<file path="src/design/dwlcd_pkg.sv">
// ----------------------------------------------------------------------------
// dwlcd_pkg
// Shared types, constants and helpers for the dirty-window LCD bus writer.
// ----------------------------------------------------------------------------
package dwlcd_pkg;

  // Bus and geometry constants.
  localparam int unsigned BusWidth     = 16;
  localparam int unsigned MaxDimension = 1024;
  localparam int unsigned DimW         = 11;  // width of a screen dimension register
  localparam int unsigned LineW        = 10;  // width of a clamped line or column index
  localparam int unsigned StateW       = 12;  // width of the dirty line markers
  localparam int unsigned CountW       = 21;  // width of the reported pixel count
  localparam int unsigned ByteBits     = 8;

  // Register indexes of the configuration port.
  localparam logic RegScreenWidth  = 1'b0;
  localparam logic RegScreenHeight = 1'b1;

  // Queue between the front and back parts.
  localparam int unsigned QueueDepth = 4;
  localparam int unsigned QPtrW      = $clog2(QueueDepth);
  localparam int unsigned QCntW      = $clog2(QueueDepth + 1);

  // Panel commands.
  localparam logic [BusWidth-1:0] CmdColumn   = BusWidth'(8'h2A);
  localparam logic [BusWidth-1:0] CmdPage     = BusWidth'(8'h2B);
  localparam logic [BusWidth-1:0] CmdMemWrite = BusWidth'(8'h2C);
  localparam logic [BusWidth-1:0] ByteMask    = BusWidth'(8'hFF);

  // Steps of the window sequence emitted for a flush.
  localparam int unsigned StepW = 4;
  typedef enum logic [StepW-1:0] {
    STEP_COL_CMD     = 4'd0,
    STEP_COL_ST_HI   = 4'd1,
    STEP_COL_ST_LO   = 4'd2,
    STEP_COL_END_HI  = 4'd3,
    STEP_COL_END_LO  = 4'd4,
    STEP_PAGE_CMD    = 4'd5,
    STEP_PG_ST_HI    = 4'd6,
    STEP_PG_ST_LO    = 4'd7,
    STEP_PG_END_HI   = 4'd8,
    STEP_PG_END_LO   = 4'd9,
    STEP_MEM_WRITE   = 4'd10
  } step_e;

  // Input item kinds.
  typedef enum logic [1:0] {
    OP_MARK  = 2'd0,
    OP_FLUSH = 2'd1,
    OP_DATA  = 2'd2,
    OP_CMD   = 2'd3
  } op_e;

  typedef enum logic {
    KIND_WORD  = 1'b0,
    KIND_FLUSH = 1'b1
  } entry_kind_e;

  // One queued job for the back part.
  typedef struct packed {
    entry_kind_e         kind;
    logic                dc;
    logic [BusWidth-1:0] word;
    logic [LineW-1:0]    first_line;
    logic [LineW-1:0]    last_line;
  } queue_entry_t;

  // Effective dimension: zero counts as one, large values saturate.
  function automatic logic [DimW-1:0] eff_dim(input logic [DimW-1:0] value);
    logic [DimW-1:0] result;
    if (value == '0) begin
      result = DimW'(1);
    end else if (value > DimW'(MaxDimension)) begin
      result = DimW'(MaxDimension);
    end else begin
      result = value;
    end
    return result;
  endfunction

endpackage

</file>
<file path="src/design/dwlcd_front.sv">
// ----------------------------------------------------------------------------
// dwlcd_front
// Accepts items, tracks the dirty line range and queues bus jobs.
// ----------------------------------------------------------------------------
module dwlcd_front
  import dwlcd_pkg::*;
(
  input  logic                clk_i,
  input  logic                rst_ni,
  input  logic [DimW-1:0]     eff_height_i,
  input  logic                in_valid_i,
  output logic                in_ready_o,
  input  op_e                 opcode_i,
  input  logic [LineW-1:0]    mark_line_i,
  input  logic [DimW-1:0]     mark_height_i,
  input  logic                full_screen_i,
  input  logic [BusWidth-1:0] word_value_i,
  input  logic                queue_full_i,
  output logic                push_o,
  output queue_entry_t        entry_o
);

  logic [StateW-1:0] dirty_first_q, dirty_first_d;
  logic [StateW-1:0] dirty_last_q, dirty_last_d;
  logic              in_fire;
  logic [LineW-1:0]  mark_y;
  logic [DimW-1:0]   mark_n;
  logic [StateW-1:0] mark_end;
  logic [StateW-1:0] h_last;
  logic              range_bad;
  logic [LineW-1:0]  flush_first;
  logic [LineW-1:0]  flush_last;

  assign in_ready_o = !queue_full_i;
  assign in_fire    = in_valid_i && in_ready_o;
  assign h_last     = StateW'(eff_height_i) - StateW'(1);

  // A full-screen mark covers lines 0 to height-1; the end wraps modulo 4096.
  always_comb begin
    mark_y   = full_screen_i ? '0 : mark_line_i;
    mark_n   = full_screen_i ? eff_height_i : mark_height_i;
    mark_end = StateW'(mark_y) + StateW'(mark_n) - StateW'(1);
  end

  // An inverted or oversized range falls back to the whole screen.
  always_comb begin
    range_bad = (dirty_first_q > dirty_last_q) || (dirty_first_q > h_last) ||
                (dirty_last_q > h_last);
    flush_first = range_bad ? '0 : dirty_first_q[LineW-1:0];
    flush_last  = range_bad ? h_last[LineW-1:0] : dirty_last_q[LineW-1:0];
  end

  always_comb begin
    dirty_first_d = dirty_first_q;
    dirty_last_d  = dirty_last_q;
    if (in_fire) begin
      case (opcode_i)
        OP_MARK: begin
          if (StateW'(mark_y) < dirty_first_q) begin
            dirty_first_d = StateW'(mark_y);
          end
          if (mark_end > dirty_last_q) begin
            dirty_last_d = mark_end;
          end
        end
        OP_FLUSH: begin
          dirty_first_d = h_last;
          dirty_last_d  = '0;
        end
        default: begin
        end
      endcase
    end
  end

  always_comb begin
    push_o             = in_fire && (opcode_i != OP_MARK);
    entry_o.kind       = (opcode_i == OP_FLUSH) ? KIND_FLUSH : KIND_WORD;
    entry_o.dc         = (opcode_i == OP_DATA);
    entry_o.word       = word_value_i;
    entry_o.first_line = flush_first;
    entry_o.last_line  = flush_last;
  end

  always_ff @(posedge clk_i or negedge rst_ni) begin
    if (!rst_ni) begin
      dirty_first_q <= '0;
      dirty_last_q  <= '0;
    end else begin
      dirty_first_q <= dirty_first_d;
      dirty_last_q  <= dirty_last_d;
    end
  end

`ifndef SYNTHESIS
  a_flush_resets_last : assert property (@(posedge clk_i) disable iff (!rst_ni)
    in_fire && (opcode_i == OP_FLUSH) |=> dirty_last_q == '0)
    else $error("dirty_last not cleared after flush");

  a_mark_no_push : assert property (@(posedge clk_i) disable iff (!rst_ni)
    push_o |-> (opcode_i != OP_MARK) && !queue_full_i)
    else $error("queue push from a mark item or into a full queue");
`endif

endmodule

</file>
<file path="src/design/dwlcd_fifo.sv">
// ----------------------------------------------------------------------------
// dwlcd_fifo
// Short queue of bus jobs between the front and back parts.
// ----------------------------------------------------------------------------
module dwlcd_fifo
  import dwlcd_pkg::*;
(
  input  logic         clk_i,
  input  logic         rst_ni,
  input  logic         push_i,
  input  queue_entry_t entry_i,
  output logic         full_o,
  input  logic         pop_i,
  output logic         valid_o,
  output queue_entry_t head_o
);

  queue_entry_t     mem_q [QueueDepth];
  logic [QPtrW-1:0] wr_ptr_q, rd_ptr_q;
  logic [QCntW-1:0] count_q;

  assign full_o  = (count_q == QCntW'(QueueDepth));
  assign valid_o = (count_q != '0);
  assign head_o  = mem_q[rd_ptr_q];

  always_ff @(posedge clk_i) begin
    if (push_i) begin
      mem_q[wr_ptr_q] <= entry_i;
    end
  end

  always_ff @(posedge clk_i or negedge rst_ni) begin
    if (!rst_ni) begin
      wr_ptr_q <= '0;
      rd_ptr_q <= '0;
      count_q  <= '0;
    end else begin
      if (push_i) begin
        wr_ptr_q <= QPtrW'((QCntW'(wr_ptr_q) + QCntW'(1)) % QCntW'(QueueDepth));
      end
      if (pop_i) begin
        rd_ptr_q <= QPtrW'((QCntW'(rd_ptr_q) + QCntW'(1)) % QCntW'(QueueDepth));
      end
      if (push_i && !pop_i) begin
        count_q <= count_q + QCntW'(1);
      end else if (pop_i && !push_i) begin
        count_q <= count_q - QCntW'(1);
      end
    end
  end

`ifndef SYNTHESIS
  a_pop_nonempty : assert property (@(posedge clk_i) disable iff (!rst_ni)
    pop_i |-> valid_o)
    else $error("pop from an empty queue");
`endif

endmodule

</file>
<file path="src/design/dwlcd_back.sv">
// ----------------------------------------------------------------------------
// dwlcd_back
// Turns queued jobs into bus words and holds the output register.
// ----------------------------------------------------------------------------
module dwlcd_back
  import dwlcd_pkg::*;
(
  input  logic                clk_i,
  input  logic                rst_ni,
  input  logic [DimW-1:0]     eff_width_i,
  input  logic                head_valid_i,
  input  queue_entry_t        head_i,
  output logic                pop_o,
  output logic                out_valid_o,
  input  logic                out_ready_i,
  output logic                out_dc_o,
  output logic [BusWidth-1:0] out_word_o,
  output logic [BusWidth-1:0] out_toggle_o,
  output logic                out_last_o,
  output logic [CountW-1:0]   out_count_o
);

  step_e               step_q, step_d;
  logic [BusWidth-1:0] prev_word_q;
  logic                out_valid_q;
  logic                emit;
  logic                nxt_dc;
  logic [BusWidth-1:0] nxt_word;
  logic                nxt_last;
  logic [CountW-1:0]   nxt_count;
  logic [DimW-1:0]     col_end;
  logic [DimW-1:0]     span;
  logic [2*DimW-1:0]   product;

  assign emit    = head_valid_i && (!out_valid_q || out_ready_i);
  assign col_end = eff_width_i - DimW'(1);
  assign span    = DimW'(head_i.last_line) - DimW'(head_i.first_line) + DimW'(1);
  assign product = span * eff_width_i;

  always_comb begin
    nxt_dc    = 1'b1;
    nxt_word  = '0;
    nxt_last  = 1'b0;
    nxt_count = '0;
    step_d    = step_q;
    pop_o     = 1'b0;
    if (head_i.kind == KIND_WORD) begin
      nxt_dc   = head_i.dc;
      nxt_word = head_i.word;
      nxt_last = 1'b1;
      pop_o    = emit;
    end else begin
      case (step_q)
        STEP_COL_CMD: begin
          nxt_dc   = 1'b0;
          nxt_word = CmdColumn;
        end
        STEP_COL_ST_HI, STEP_COL_ST_LO: nxt_word = '0;
        STEP_COL_END_HI: nxt_word = BusWidth'(col_end >> ByteBits);
        STEP_COL_END_LO: nxt_word = BusWidth'(col_end) & ByteMask;
        STEP_PAGE_CMD: begin
          nxt_dc   = 1'b0;
          nxt_word = CmdPage;
        end
        STEP_PG_ST_HI:  nxt_word = BusWidth'(head_i.first_line >> ByteBits);
        STEP_PG_ST_LO:  nxt_word = BusWidth'(head_i.first_line) & ByteMask;
        STEP_PG_END_HI: nxt_word = BusWidth'(head_i.last_line >> ByteBits);
        STEP_PG_END_LO: nxt_word = BusWidth'(head_i.last_line) & ByteMask;
        STEP_MEM_WRITE: begin
          nxt_dc    = 1'b0;
          nxt_word  = CmdMemWrite;
          nxt_last  = 1'b1;
          nxt_count = product[CountW-1:0];
        end
        default: begin
        end
      endcase
      if (emit) begin
        if (step_q == STEP_MEM_WRITE) begin
          step_d = STEP_COL_CMD;
          pop_o  = 1'b1;
        end else begin
          step_d = step_e'(step_q + StepW'(1));
        end
      end
    end
  end

  always_ff @(posedge clk_i or negedge rst_ni) begin
    if (!rst_ni) begin
      step_q      <= STEP_COL_CMD;
      out_valid_q <= 1'b0;
      prev_word_q <= '0;
    end else begin
      step_q <= step_d;
      if (emit) begin
        out_valid_q <= 1'b1;
        prev_word_q <= nxt_word;
      end else if (out_ready_i) begin
        out_valid_q <= 1'b0;
      end
    end
  end

  always_ff @(posedge clk_i) begin
    if (emit) begin
      out_dc_o     <= nxt_dc;
      out_word_o   <= nxt_word;
      out_toggle_o <= nxt_word ^ prev_word_q;
      out_last_o   <= nxt_last;
      out_count_o  <= nxt_count;
    end
  end

  assign out_valid_o = out_valid_q;

`ifndef SYNTHESIS
  a_step_only_in_flush : assert property (@(posedge clk_i) disable iff (!rst_ni)
    step_q != STEP_COL_CMD |-> head_valid_i && head_i.kind == KIND_FLUSH)
    else $error("window sequence running without a flush job");

  a_memwrite_is_last : assert property (@(posedge clk_i) disable iff (!rst_ni)
    emit && head_i.kind == KIND_FLUSH && step_q == STEP_MEM_WRITE |=>
      out_last_o && !out_dc_o)
    else $error("memory write command not marked as last");

  a_toggle_tracks : assert property (@(posedge clk_i) disable iff (!rst_ni)
    emit |=> out_toggle_o == (out_word_o ^ $past(prev_word_q)))
    else $error("toggle mask does not match the previous word");
`endif

endmodule

</file>
<file path="src/design/dirty_window_lcd_bus_writer_core.sv">
// ----------------------------------------------------------------------------
// dirty_window_lcd_bus_writer_core
// 16-bit 8080 LCD bus writer with dirty line tracking and window setup.
// ----------------------------------------------------------------------------
//
// Channel   Direction  Contents
// s_axis    in         tuser: opcode; tdata: mark_line, mark_height,
//                      full_screen, word_value
// m_axis    out        tuser: dc; tlast: last; tdata: bus_word, toggle_mask,
//                      pixel_count
// cfg       in         write enable, register index, 11-bit data
//
// Data and command items produce one transfer each, so pixel words pass at one
// transfer per clock unless the output stalls. A flush emits eleven words from
// the back sequencer, while the front keeps accepting items into a four-entry
// queue. Mark items are absorbed by the front and produce no transfer.
// Reset is asynchronous and active low; it clears the markers, the queue, the
// sequencer and the previous-word register, and loads the screen size
// registers with 480 by 320. Stalls on the output hold the output register and
// back up the queue; the input stalls only when the queue is full.
//
module dirty_window_lcd_bus_writer_core
  import dwlcd_pkg::*;
(
  input  logic        clk_i,
  input  logic        rst_ni,
  // Configuration write port.
  input  logic        cfg_we_i,
  input  logic        cfg_index_i,
  input  logic [10:0] cfg_data_i,
  // Input stream.
  input  logic        s_axis_tvalid,
  output logic        s_axis_tready,
  input  logic [39:0] s_axis_tdata,   // mark_line[9:0], mark_height[20:10],
                                      // full_screen[21], word_value[37:22], zero
  input  logic [1:0]  s_axis_tuser,   // opcode[1:0]
  // Output stream.
  output logic        m_axis_tvalid,
  input  logic        m_axis_tready,
  output logic [55:0] m_axis_tdata,   // bus_word[15:0], toggle_mask[31:16],
                                      // pixel_count[52:32], zero
  output logic        m_axis_tuser,   // dc[0]
  output logic        m_axis_tlast
);

  logic [DimW-1:0]     screen_width_q;
  logic [DimW-1:0]     screen_height_q;
  logic [DimW-1:0]     eff_width;
  logic [DimW-1:0]     eff_height;
  logic                queue_full;
  logic                queue_push;
  queue_entry_t        queue_in;
  logic                queue_valid;
  logic                queue_pop;
  queue_entry_t        queue_head;
  logic [BusWidth-1:0] out_word;
  logic [BusWidth-1:0] out_toggle;
  logic [CountW-1:0]   out_count;

  // Screen size registers; values are clamped to a usable size where read.
  always_ff @(posedge clk_i or negedge rst_ni) begin
    if (!rst_ni) begin
      screen_width_q  <= DimW'(480);
      screen_height_q <= DimW'(320);
    end else if (cfg_we_i) begin
      case (cfg_index_i)
        RegScreenWidth:  screen_width_q  <= cfg_data_i;
        RegScreenHeight: screen_height_q <= cfg_data_i;
        default: begin
        end
      endcase
    end
  end

  assign eff_width  = eff_dim(screen_width_q);
  assign eff_height = eff_dim(screen_height_q);

  // Front: accepts items, keeps the dirty range and snapshots it on a flush.
  dwlcd_front u_front (
    .clk_i         (clk_i),
    .rst_ni        (rst_ni),
    .eff_height_i  (eff_height),
    .in_valid_i    (s_axis_tvalid),
    .in_ready_o    (s_axis_tready),
    .opcode_i      (op_e'(s_axis_tuser)),
    .mark_line_i   (s_axis_tdata[9:0]),
    .mark_height_i (s_axis_tdata[20:10]),
    .full_screen_i (s_axis_tdata[21]),
    .word_value_i  (s_axis_tdata[37:22]),
    .queue_full_i  (queue_full),
    .push_o        (queue_push),
    .entry_o       (queue_in)
  );

  // Queue of pending bus jobs.
  dwlcd_fifo u_fifo (
    .clk_i   (clk_i),
    .rst_ni  (rst_ni),
    .push_i  (queue_push),
    .entry_i (queue_in),
    .full_o  (queue_full),
    .pop_i   (queue_pop),
    .valid_o (queue_valid),
    .head_o  (queue_head)
  );

  // Back: sequences the window commands and drives the output register.
  dwlcd_back u_back (
    .clk_i        (clk_i),
    .rst_ni       (rst_ni),
    .eff_width_i  (eff_width),
    .head_valid_i (queue_valid),
    .head_i       (queue_head),
    .pop_o        (queue_pop),
    .out_valid_o  (m_axis_tvalid),
    .out_ready_i  (m_axis_tready),
    .out_dc_o     (m_axis_tuser),
    .out_word_o   (out_word),
    .out_toggle_o (out_toggle),
    .out_last_o   (m_axis_tlast),
    .out_count_o  (out_count)
  );

  assign m_axis_tdata = {3'b000, out_count, out_toggle, out_word};

endmodule
</file>
<file path="config.mk">
export PLATFORM = sky130hd
export DESIGN_NAME = dirty_window_lcd_bus_writer_core
export DESIGN_NICKNAME = d
export VERILOG_FILES = /design/src/design/dwlcd_pkg.sv /design/src/design/dwlcd_front.sv /design/src/design/dwlcd_fifo.sv /design/src/design/dwlcd_back.sv /design/src/design/dirty_window_lcd_bus_writer_core.sv
export SDC_FILE = /design/constraint.sdc
export NUM_CORES = 1
export LEC_CHECK = 0
export BUFFER_PORTS_ARGS = -buffer_cell sky130_fd_sc_hd__buf_2
export CORE_MARGIN = 1.5
export CORE_UTILIZATION = 60
export CTS_BUF_LIST = sky130_fd_sc_hd__clkbuf_8
export DETAILED_ROUTE_END_ITERATION = 16
export PLACE_DENSITY = 0.81
export SLEW_MARGIN = 10
export SYNTH_ARGS = -nofsm -noshare
export SYNTH_HDL_FRONTEND = slang
export SYNTH_SLANG_ARGS = --single-unit
</file>
<file path="constraint.sdc">
create_clock -name clk_i -period 20.1 [get_ports clk_i]
set_input_delay 3.015 -clock clk_i [delete_from_list [all_inputs] [get_ports clk_i]]
set_output_delay 3.015 -clock clk_i [all_outputs]
set_load 0.005 [all_outputs]
</file>
# ---- Yosys cells after proc, flatten, opt, wreduce, memory -nomap -nowiden
# Memories as Yosys holds them, arrays and structs flattened.
# Index checks and enable logic that the tools add are counted.
# Widths: inputs -> output; s select.
dict set report word_totals {
  reg_bits 129
  latchBits 0
  ram_bits 152
  rom_bits 0
  inputBits 59
  out_inout_bits 60
  wordCells 105
  n_memories 1
}
# memory words width read_ports rd_clocked_by_memory_dff write_ports line_no
set mem_list {}
lappend mem_list {u_fifo.mem_q 4 38 1 0 1 dwlcd_fifo.sv:18} ;# queue_entry_t mem_q [QueueDepth];
dict set report classes {
  addsub 11
  multipliers 1
  div 0
  magnitude_cmp 7
  n_eq_ne 13
  n_shift 0
  muxes 27
  bitwise 2
  n_reduce_logical 28
}
# op count
set ops {}
lappend ops {{$pmux 8 s9} 1}
lappend ops {{$mux 11} 5}
lappend ops {{$gt 12x12->1} 4}
lappend ops {{$pmux 12 s2} 2}
lappend ops {{$mux 10} 3}
lappend ops {{$mux 12} 2}
lappend ops {{$gt 11x11->1 const B} 2}
lappend ops {{$logic_not 11->1} 2}
lappend ops {{$mul 11x11->21} 1}
lappend ops {{$eq 4x3->1 const B} 4}
lappend ops {{$mux 16} 1}
lappend ops {{$xor 16x16->16} 1}
lappend ops {{$add 10x11->12} 1}
lappend ops {{$eq 4x4->1 const B} 3}
lappend ops {{$lt 10x12->1} 1}
lappend ops {{$sub 11x1->12 const B} 1}
lappend ops {{$sub 12x1->12 const B} 1}
lappend ops {{$add 11x1->11 const B} 1}
lappend ops {{$sub 10x10->11} 1}
lappend ops {{$sub 11x1->11 const B} 1}
lappend ops {{$mux 1} 10}
lappend ops {{$reduce_and 2->1} 4}
lappend ops {{$reduce_bool 2->1} 4}
lappend ops {{$mux 3} 2}
lappend ops {{19 further kinds} 31}

# ---- Depth between registers and ports, before layout
# Gate-level depths: netlist of the first run.
dict set report logic_depth {
  depth_word 9
  ltp_mapped 34
}

# ---- Hierarchy
# From an unflattened synthesis of the first run, not the netlist that was laid out.
dict set report unflattened {
  hier_cells 1666
  hier_area_um2 18950.7
}
# module n_inst cells_each area_per_inst_um2
set by_module_without_submodules {}
lappend by_module_without_submodules {dwlcd_back 1 838 7918.8}
lappend by_module_without_submodules {dwlcd_fifo 1 233 5925.7}
lappend by_module_without_submodules {dwlcd_front 1 511 4006.3}
lappend by_module_without_submodules {dirty_window_lcd_bus_writer_core 1 84 1099.8}

# ---- Worst setup path after synthesis of the first run
# Ideal clock, no wire load.
dict set report synth_path {
  path_type {register -> register}
  startpoint {register u_fifo.rd_ptr_q[0]}
  endpoint {register u_back.out_count_o[18], data pin}
  t_arrival_ps 7656
  t_required_ps 19834
  path_slack_ps 12178
  path_stages_with_launch 33
  n_path_buf 2
  path_cell_list {dfrtp_1 buf_6 buf_6 mux4_2 inv_1 ha_1 inv_1 ha_1 inv_1 fa_1 nor2b_1 o21ai_0 a21boi_0 o21ai_0 a21oi_1 xor2_1 nand2_1 fa_1 inv_1 fa_1 fa_1 fa_1 inv_1 fa_1 inv_1 ha_1 and3_1 or3b_2 o22ai_1 o211ai_1 o21ai_0 xnor2_1 nor2_1}
}
dict set report synth_between {
  elab_chain_cells 4
}
# item line_no
set synth_rtl {}
lappend synth_rtl {{from (decl)} dwlcd_fifo.sv:19} ;# logic [QPtrW-1:0] wr_ptr_q, rd_ptr_q;
lappend synth_rtl {{from (signal assigned)} dwlcd_fifo.sv:42} ;# rd_ptr_q <= QPtrW'((QCntW'(rd_ptr_q) + QCntW'(1)) % QCntW'(QueueDepth));
lappend synth_rtl {{$mem_v2 4x38 *} --}
lappend synth_rtl {{$sub 10x10->11} dwlcd_back.sv:37} ;# assign span = DimW'(head_i.last_line) - DimW'(head_i.first_line) + DimW'(1);
lappend synth_rtl {{$add 11x1->11} dwlcd_back.sv:37}
lappend synth_rtl {{$mul 11x11->21} dwlcd_back.sv:38} ;# assign product = span * eff_width_i;
lappend synth_rtl {{to (signal assigned)} dwlcd_back.sv:111} ;# out_count_o <= nxt_count;
lappend synth_rtl {{to (decl)} dwlcd_back.sv:20} ;# output logic [CountW-1:0] out_count_o
# Every way passes the cells marked *; elsewhere a longest branch is shown, timed or not.
# A chain may end at the register's enable or synchronous reset.

# ---- Final worst setup path of the first run
# Ends and elaborated chain as after synthesis.

==> impl_metrics.env, run 1 <==
export IMPL_rsz0062_at_grt="no"
export IMPL_tightest_slew_ps=1050
export IMPL_multi_input_area_mm2=0.00940
export IMPL_grt_overflow=0
export IMPL_antenna_found_initial=0
export IMPL_wirelength_um=40500
export IMPL_htree_levels=2
export IMPL_synth_edf_count=207
export IMPL_yosys_warnings=0
export IMPL_nFillCells=2202
export IMPL_path_class="flip-flop to flip-flop"
export IMPL_clock_sinks=281
export IMPL_mappedNetlistArea_mm2=0.0184
export IMPL_fp_coreArea_mm2=0.0304
export IMPL_place_inst=2061
export IMPL_endpoint_kind="flip-flop"
export IMPL_layout_commonest_cell="inv_1"
export IMPL_io_pins=119
export IMPL_tns_ps=0
export IMPL_finClkSkew_ps=38.9
export IMPL_fmax_mhz=110
export IMPL_synth_main_ff_cell="edfxtp_1"
export IMPL_post_cts_setup_buffer_count=0
export IMPL_cts_tree="built"
export IMPL_synthCells=1596
export IMPL_gp_congestion=0.968
export IMPL_grt_pass1_wl_um=64800
export IMPL_crit_path_max_incr_delay_ps=770
export IMPL_status="completed"
export IMPL_cts_buffers=46
export IMPL_hpwlAfterDp_um=29900
export IMPL_wire_per_inst_um=18.9
export IMPL_top_usage_layer="met2"
export IMPL_cts_root_buf="clkbuf_8"
export IMPL_row_count=64
export IMPL_die_area_mm2=0.0318
export IMPL_yosysSeqAreaShare_pct=43.8
export IMPL_met2_usage_pct=45.2
export IMPL_crit_path_top_delay_cell="dfrtp_2"
export IMPL_drive_gt1_share_pct=16.1
export IMPL_maxCapViolCount=0
export IMPL_antenna_cells=0
export IMPL_slew_headroom_pct=30.2
export IMPL_hp_class="flip-flop to flip-flop"
export IMPL_async_reset_ff_share_pct=26.3
export IMPL_grt_usage_pct=26.2
export IMPL_port_buffers=113
export IMPL_layout_common_cells="210 x inv_1, 207 x edfxtp_1, 160 x ha_1"
export IMPL_first_pass_iters=5
export IMPL_startpoint_type="flip-flop"
export IMPL_die_y_um=178
export IMPL_avgViaCountPerCell=5.85
export IMPL_setup_viol_count_final=0
export IMPL_die_w_um=178
export IMPL_antenna_left=0
export IMPL_ys_types=72
export IMPL_nets=2014
export IMPL_grt_max_degree=79
export IMPL_path_max_fanout=20
export IMPL_slew_violations=0
export IMPL_route_vias_total=12600
export IMPL_ctsResizeCount=0
export IMPL_worstPathArrival_ps=9370
export IMPL_fin_crit_ps=9050
export IMPL_initial_core_util_pct=60.6
export IMPL_clk_pin_slew_worst_paths_ps=70
export IMPL_yosys_register_bits=281
export IMPL_required_ps=20420
export IMPL_grtUsageMet3_pct=3.15
export IMPL_grt_pass1_vias=12700
export IMPL_dr_first_iter_drc_count=999
export IMPL_seq_area_mm2=0.00808
export IMPL_clock_latency_ps=590
export IMPL_synthToLayoutAreaGrowth_pct=10.2
export IMPL_use_met1_pct=34.7
export IMPL_syn_area_per_cell_um2=11.6
export IMPL_period_share_pct=45.0
export IMPL_cts_hold_buffers_added=0
export IMPL_finalNonFillerCells=2146
export IMPL_clockBufferDepth=3
export IMPL_drc=0
export IMPL_hold_viol=0
-- final cells by class --
class / instances / area share (%)
well taps: 396 / 2.44
multi-input cells: 1065 / 46.2
repair buffers: 123 / 3.16
inverters: 196 / 3.62
clock buffers: 51 / 3.45
clock inverters: 34 / 1.36
flip-flops and latches: 281 / 39.7
-- stage by stage --
step                hold slack [ps]  area, um^2  utilization [%]  worst slack [ps]
finish                          493       20300             66.8             11050
CTS                             496       20300             66.8             11090
global placement                477       19300             63.6             11220
detailed placement              483       19300             63.6             11090
global route                    516       20300             66.8             10460
floorplan                       457       18500                -             12180
-- flip-flops by register name (all words and copies together), names as in the netlist, 11 cells and up --
signal and count:
u_back.prev_word_q 16, u_back.out_word_o 16, u_front.dirty_first_q 12, u_back.out_count_o 21, screen_width_q 11, u_fifo.mem_q 152, screen_height_q 11, u_front.dirty_last_q 12
u_back.out_toggle_o 16
-- cell families after synthesis --
group	synth area share (%)
AND/OR/NAND/NOR	11.2
flip-flops	43.8
buffers and inverters	5.43
adder cells (fa/ha/maj)	19.8
AO/OA/AOI/OAI	7.94
multiplexers	8.97
XOR/XNOR	2.94
other	0.0407
-- synth_stat cells, types with 4 or more instances --
cell | number | area share (%)
nand4_1 | 12 | 0.41
buf_1 | 5 | 0.10
mux2i_1 | 31 | 1.7
nand2b_1 | 28 | 0.95
clkbuf_1 | 37 | 0.75
ha_1 | 160 | 11
nand2_1 | 112 | 2.3
nor2b_1 | 36 | 1.2
xor2_1 | 31 | 1.5
buf_6 | 4 | 0.24
nor3_1 | 18 | 0.49
buf_2 | 8 | 0.22
inv_1 | 195 | 4.0
edfxtp_1 | 207 | 34
and2_1 | 18 | 0.61
dfrtp_1 | 68 | 9.2
o211ai_1 | 4 | 0.16
and2b_1 | 5 | 0.20
dfstp_2 | 6 | 0.85
nor2_1 | 116 | 2.4
a211oi_1 | 8 | 0.33
nor4_1 | 17 | 0.58
a21o_1 | 18 | 0.73
xnor2_1 | 31 | 1.5
mux2_2 | 37 | 2.3
a31oi_1 | 10 | 0.34
a22o_1 | 6 | 0.28
mux4_1 | 15 | 2.1
o21a_1 | 20 | 0.81
o31ai_1 | 7 | 0.28
fa_1 | 82 | 8.9
nand3_1 | 16 | 0.43
a21oi_1 | 61 | 1.7
and3_1 | 13 | 0.44
or2_2 | 6 | 0.20
mux4_2 | 23 | 2.8
o21bai_1 | 5 | 0.20
o21ai_0 | 57 | 1.5
-- critical path: cells and delay by family (launching register included) --
kind	cells	cell delay, ps
fa+ha+maj	9	3880
compound gates	6	1230
simple gates	6	1170
flops	1	770
mux	1	670
xor+xnor	2	670
buf+inv	6	370
-- metal layers --
metal / wire length, um / vias to the layer above
met4: 1010 / 0
li1: - / 5847
met1: 17000 / 6234
met2: 20400 / 397
met5: 0 / -
met3: 2000 / 80
-- path summary, 6_finish.rpt --
kind / endpoint / slack [ps] / cells past startpoint / from
hold reg to reg: u_fifo.count_q[2]$_DFFE_PN0P_ / 490 / 1 / u_fifo.count_q[2]$_DFFE_PN0P_
min in group asynchronous: u_back.step_q[1]$_DFFE_PN0P_ / 2280 / 1 / rst_ni
setup / recovery: u_back.out_count_o[18]$_SDFFCE_PN0P_ / 11050 / 30 / u_fifo.rd_ptr_q[0]$_DFFE_PN0P_
setup reg to reg: u_back.out_count_o[18]$_SDFFCE_PN0P_ / 11050 / 30 / u_fifo.rd_ptr_q[0]$_DFFE_PN0P_
max in group asynchronous: u_fifo.rd_ptr_q[0]$_DFFE_PN0P_ / 16680 / 2 / rst_ni
hold / removal: u_fifo.count_q[2]$_DFFE_PN0P_ / 490 / 1 / u_fifo.count_q[2]$_DFFE_PN0P_
Power of run 1 is not shown: default switching activity piles up to over one toggle a cycle in this logic, so the estimate is an artifact.
==> run 2: changes to the inputs <==
Settings changed: CORE_UTILIZATION 60 to 58, PLACE_DENSITY 0.81 to 0.82.
Clock period 20.1 ns to 8.3 ns, I/O delays scaled along.
==> run 2 against run 1 <==
Effect of this change:
- worst hold slack worse by 1.8 ps
- sequential cell count is the same
- final area is 1.4% higher
- worst setup slack worse by 11000 ps
- largest cell class unchanged
==> impl_metrics.env, run 2 (synthesized netlist as in run 1, its figures left out) <==
export IMPL_grt_usage_pct=25.4
export IMPL_post_dp_cell_area_mm2=0.0195
export IMPL_dr_first_iter_drc_count=787
export IMPL_synthToLayoutAreaGrowth_pct=11.8
export IMPL_tightest_slew_ps=1060
export IMPL_die_area_mm2=0.0329
export IMPL_worstPathArrival_ps=8250
export IMPL_nFillCells=2347
export IMPL_layout_common_cells="210 x inv_1, 207 x edfxtp_1, 157 x ha_1"
export IMPL_grt_overflow=0
export IMPL_antenna_found_initial=0
export IMPL_multi_input_area_mm2=0.00948
export IMPL_fp_coreArea_mm2=0.0314
export IMPL_critPathBufInv=7
export IMPL_port_buffers=113
export IMPL_clock_latency_ps=590
export IMPL_drc=0
export IMPL_cts_root_buf="clkbuf_8"
export IMPL_crit_path_top_delay_cell="mux4_2"
export IMPL_antenna_cells=0
export IMPL_io_pins=119
export IMPL_initial_core_util_pct=58.8
export IMPL_drive_gt1_share_pct=17.6
export IMPL_first_pass_iters=7
export IMPL_hp_class="input pin to async pin"
export IMPL_hpwlAfterDp_um=30200
export IMPL_rrSetupSlack_ps=350
export IMPL_clk_pin_slew_worst_paths_ps=60
export IMPL_fin_area_mm2=0.0206
export IMPL_maxCapViolCount=0
export IMPL_hold_slack_ps=491
export IMPL_r2r_start="u_fifo.rd_ptr_q[0]$_DFFE_PN0P_"
export IMPL_route_vias_total=12600
export IMPL_cts_buffers=46
export IMPL_r2r_cells=31
export IMPL_avgViaCountPerCell=5.79
export IMPL_reg_top3="u_fifo.mem_q (152), u_back.out_count_o (21)"
export IMPL_nets=2033
export IMPL_wire_per_inst_um=19.1
export IMPL_grt_pass1_wl_um=65900
export IMPL_slew_violations=0
export IMPL_period_share_pct=95.8
export IMPL_setup_viol_count_final=0
export IMPL_clock_sinks=281
export IMPL_cts_tree="built"
export IMPL_seq_area_mm2=0.00808
export IMPL_hold_viol=0
export IMPL_startpoint_type="flip-flop"
export IMPL_antenna_left=0
export IMPL_utilization_pct=65.7
export IMPL_grt_max_degree=79
export IMPL_slew_headroom_pct=29.3
export IMPL_layout_commonest_cell="inv_1"
export IMPL_path_max_fanout=4
export IMPL_fmax_mhz=126
export IMPL_largest_reg_flops=152
export IMPL_die_w_um=181
export IMPL_r2r_end="u_back.out_count_o[18]$_SDFFCE_PN0P_"
export IMPL_grt_pass1_vias=12700
export IMPL_gp_congestion=0.934
export IMPL_htree_levels=2
export IMPL_crit_path_max_incr_delay_ps=570
export IMPL_wirelength_um=41400
export IMPL_endpoint_kind="flip-flop"
export IMPL_critPathTopFamily="adder cells"
export IMPL_fin_crit_ps=7950
export IMPL_finClkSkew_ps=42.9
export IMPL_status="completed"
export IMPL_regMostFlops="u_fifo.mem_q"
export IMPL_required_ps=8590
export IMPL_path_class="flip-flop to flip-flop"
export IMPL_die_y_um=181
export IMPL_clockBufferDepth=3
export IMPL_row_count=65
==> run 2: changes by cell type in the layout (fill, tap and decap cells not counted), sizes merged <==
| cell | previous run | this run |
|---|---|---|
| clkinv | 10 | 8 |
| buf | 123 | 142 |
| inv | 215 | 213 |
| bufinv | 4 | 5 |
| clkinvlp | 1 | 4 |
==> run 2: worst reg2reg max path, delay by kind of cell (launching register included) <==
kind	cells	cell delay, ps
adders and majority gates	9	3780
DFF	1	430
and+or+nand+nor	5	910
xor gates and xnor gates	2	350
AOI/OAI and AO/OA	7	1150
muxes	1	570
buffers and inverters	7	500
==> run 2: layout make-up <==
cell class,instances,area share (%)
Sequential cell,281,39.2
Tap cell,402,2.44
Multi-Input combinational cell,1065,46.0
Clock buffer,51,3.41
Clock inverter,34,1.44
Inverter,196,3.57
Timing Repair Buffer,142,3.99
==> run 2: metal layers <==
metal,vias up,track usage (%),part of all wire (%)
met5,-,0,0
met4,0,9.40,3.5
met3,112,3.29,5.4
met2,389,43.0,49
met1,6184,33.7,42
li1,5875,-,-
==> run 2: how the worst max path moves through the flow <==
| stage | depth (start not counted) | start | end |
|---|---|---|---|
| 2_1_floorplan | 32 | u_fifo.rd_ptr_q[0]$_DFFE_PN0P_ | u_back.out_count_o[18]$_SDFFCE_PN0P_ |
| 3_3_place_gp | 27 | u_fifo.rd_ptr_q[0]$_DFFE_PN0P_ | u_back.out_count_o[18]$_SDFFCE_PN0P_ |
| 3_5_place_dp | 28 | u_fifo.rd_ptr_q[0]$_DFFE_PN0P_ | u_back.out_count_o[18]$_SDFFCE_PN0P_ |
| 4_1_cts | 28 | u_fifo.rd_ptr_q[0]$_DFFE_PN0P_ | u_back.out_count_o[18]$_SDFFCE_PN0P_ |
| 5_1_grt | 32 | u_fifo.rd_ptr_q[0]$_DFFE_PN0P_ | u_back.out_count_o[20]$_SDFFCE_PN0P_ |
| 6_report | 31 | u_fifo.rd_ptr_q[0]$_DFFE_PN0P_ | u_back.out_count_o[18]$_SDFFCE_PN0P_ |
==> run 2: timing repair <==
action                                 CTS  global route
hold buffers                             0             0
setup buffers                            2             2
setup endpoints to repair                2             6
resized for setup                        1            18
pin swaps                                1             6
endpoints found under the hold margin    0             0
==> run 2: per-stage QoR <==
stage	instances	setup TNS [ps]	worst slack (ps)
floorplan	1599	0	378
global placement	2082	0	119
detailed placement	2082	-15.6	-15.6
CTS	2169	0	21.8
global route	2171	-70.5	-54.7
finish	2171	0	346
Power of run 2 is left out for the same reason.
==> run 3: changes to the inputs <==
Settings changed: CORE_UTILIZATION 58 to 56, CTS_BUF_LIST sky130_fd_sc_hd__clkbuf_8 to unset, PLACE_DENSITY 0.82 to 0.79.
==> run 3 against run 2 <==
Effect of this change:
- highest routed layer is now met5
- register-to-register slack improved by 40 ps
- die area increased by 3.5%
- maximum frequency is 0.46% higher
- final area about the same
- routed wire length shrank 1.4%
- global-route usage down 0.78 points
- largest cell class unchanged
==> impl_metrics.env, run 3 (synthesized netlist as in run 1, its figures left out) <==
export IMPL_layout_common_cells="207 x edfxtp_1, 195 x inv_1, 158 x ha_1"
export IMPL_port_buffers=113
export IMPL_drive_gt1_share_pct=17.1
export IMPL_met2_usage_pct=42.6
export IMPL_tns_ps=0
export IMPL_drc=0
export IMPL_clock_sinks=281
export IMPL_row_count=66
export IMPL_top_usage_layer="met2"
export IMPL_endpoint_kind="flip-flop"
export IMPL_cts_buffers=31
export IMPL_clock_latency_ps=580
export IMPL_maxCapViolCount=0
export IMPL_grt_usage_pct=24.6
export IMPL_r2r_cells=31
export IMPL_tightest_slew_ps=1100
export IMPL_grt_max_degree=79
export IMPL_io_pins=119
export IMPL_fp_coreArea_mm2=0.0325
export IMPL_worstSetupPathDepth=31
export IMPL_hold_slack_ps=499
export IMPL_cts_tree="built"
export IMPL_die_y_um=184
export IMPL_crit_path_top_delay_cell="fa_1"
export IMPL_gp_congestion=0.927
export IMPL_grt_pass1_wl_um=65400
export IMPL_critPathTopFamily="adder cells"
export IMPL_crit_path_max_incr_delay_ps=580
export IMPL_htree_levels=1
export IMPL_dr_first_iter_drc_count=726
export IMPL_setup_viol_count_final=0
export IMPL_fin_crit_ps=7920
export IMPL_grt_overflow=0
export IMPL_status="completed"
export IMPL_required_ps=8600
export IMPL_path_common_cell="fa_1"
export IMPL_fmax_mhz=126
export IMPL_antenna_found_initial=2
export IMPL_initial_core_util_pct=56.8
export IMPL_cts_root_buf="clkbuf_16"
export IMPL_path_max_fanout=7
export IMPL_wirelength_um=40800
export IMPL_use_met1_pct=32.6
export IMPL_nets=2019
export IMPL_slew_violations=0
export IMPL_clk_pin_slew_worst_paths_ps=60
export IMPL_grt_pass1_vias=12600
export IMPL_clockBufferDepth=3
export IMPL_hpwlAfterDp_um=29900
export IMPL_worstPathArrival_ps=8220
export IMPL_first_pass_iters=7
export IMPL_synthToLayoutAreaGrowth_pct=11.8
export IMPL_die_w_um=184
export IMPL_regMostFlops="u_fifo.mem_q"
export IMPL_hold_depth=1
export IMPL_utilization_pct=63.5
export IMPL_layout_commonest_cell="edfxtp_1"
export IMPL_die_area_mm2=0.0340
export IMPL_slew_headroom_pct=26.9
export IMPL_route_vias_total=12400
export IMPL_antenna_left=0
export IMPL_period_share_pct=95.4
export IMPL_critPathBufInv=7
export IMPL_reg_top3="u_fifo.mem_q (152), u_back.out_count_o (21)"
export IMPL_startpoint_type="flip-flop"
export IMPL_hold_viol=0
export IMPL_place_inst=2122
export IMPL_avgViaCountPerCell=5.65
export IMPL_largest_reg_flops=152
export IMPL_finalNonFillerCells=2186
export IMPL_path_class="flip-flop to flip-flop"
export IMPL_finClkSkew_ps=17.9
export IMPL_hp_class="flip-flop to flip-flop"
export IMPL_wire_per_inst_um=18.7
export IMPL_grtUsageMet3_pct=2.41
## run 3: changes by cell type in the layout (fill, tap and decap cells not counted), moves of 2 or more
cell       change
clkinv_4       +4
clkbuf_16     +31
clkbuf_8      -49
clkinv_1       -3
clkinv_2       +3
buf_4          +2
clkbuf_1       +5
inv_1         -15
buf_6          +2
buf_12         -3
bufinv_16      -4
## run 3: per-stage QoR
step                      instance area (um^2)  setup WS (ps)
final                                    20600            383
after global routing                     20600          -7.70
after CTS                                20500           31.3
after detailed placement                 19500          -18.0
after global placement                   19500            167
after floorplan                          18500            378
## run 3: final cells by class
class	instances	area (um^2)
Clock inverter	20	175
Tap cell	442	553
Sequential cell	281	8080
Timing Repair Buffer	143	801
Multi-Input combinational cell	1065	9450
Inverter	196	736
Antenna cell	1	2.50
Clock buffer	38	822
Fill cell	2506	11800
## run 3: per-layer routing
metal | vias to the layer above | wire [um]
li1 | 5854 | -
met1 | 6061 | 17300
met2 | 360 | 20300
met3 | 83 | 1900
met4 | 2 | 1270
met5 | - | 13
## run 3: timing repair
item | in CTS | in global routing
hold buffers | 0 | 0
gates cloned | 0 | 0
pin swaps | 1 | 6
buffers inserted | 1 | 4
gates resized for setup | 3 | 17
hold endpoints to repair | 0 | 0
setup endpoints to repair | 3 | 6
## run 3: path summary, 6_finish.rpt
| kind | from | end | slack (ps) |
|---|---|---|---|
| max | u_fifo.rd_ptr_q[0]$_DFFE_PN0P_ | u_back.out_count_o[20]$_SDFFCE_PN0P_ | 380 |
| min | u_fifo.count_q[2]$_DFFE_PN0P_ | u_fifo.count_q[2]$_DFFE_PN0P_ | 500 |
| max reg2reg | u_fifo.rd_ptr_q[0]$_DFFE_PN0P_ | u_back.out_count_o[20]$_SDFFCE_PN0P_ | 380 |
| min reg2reg | u_fifo.count_q[2]$_DFFE_PN0P_ | u_fifo.count_q[2]$_DFFE_PN0P_ | 500 |
| max in group asynchronous | rst_ni | screen_height_q[10]$_DFFE_PN0P_ | 6670 |
| min in group asynchronous | rst_ni | u_back.out_valid_o$_DFFE_PN0P_ | 580 |
Power of run 3 is left out for the same reason.
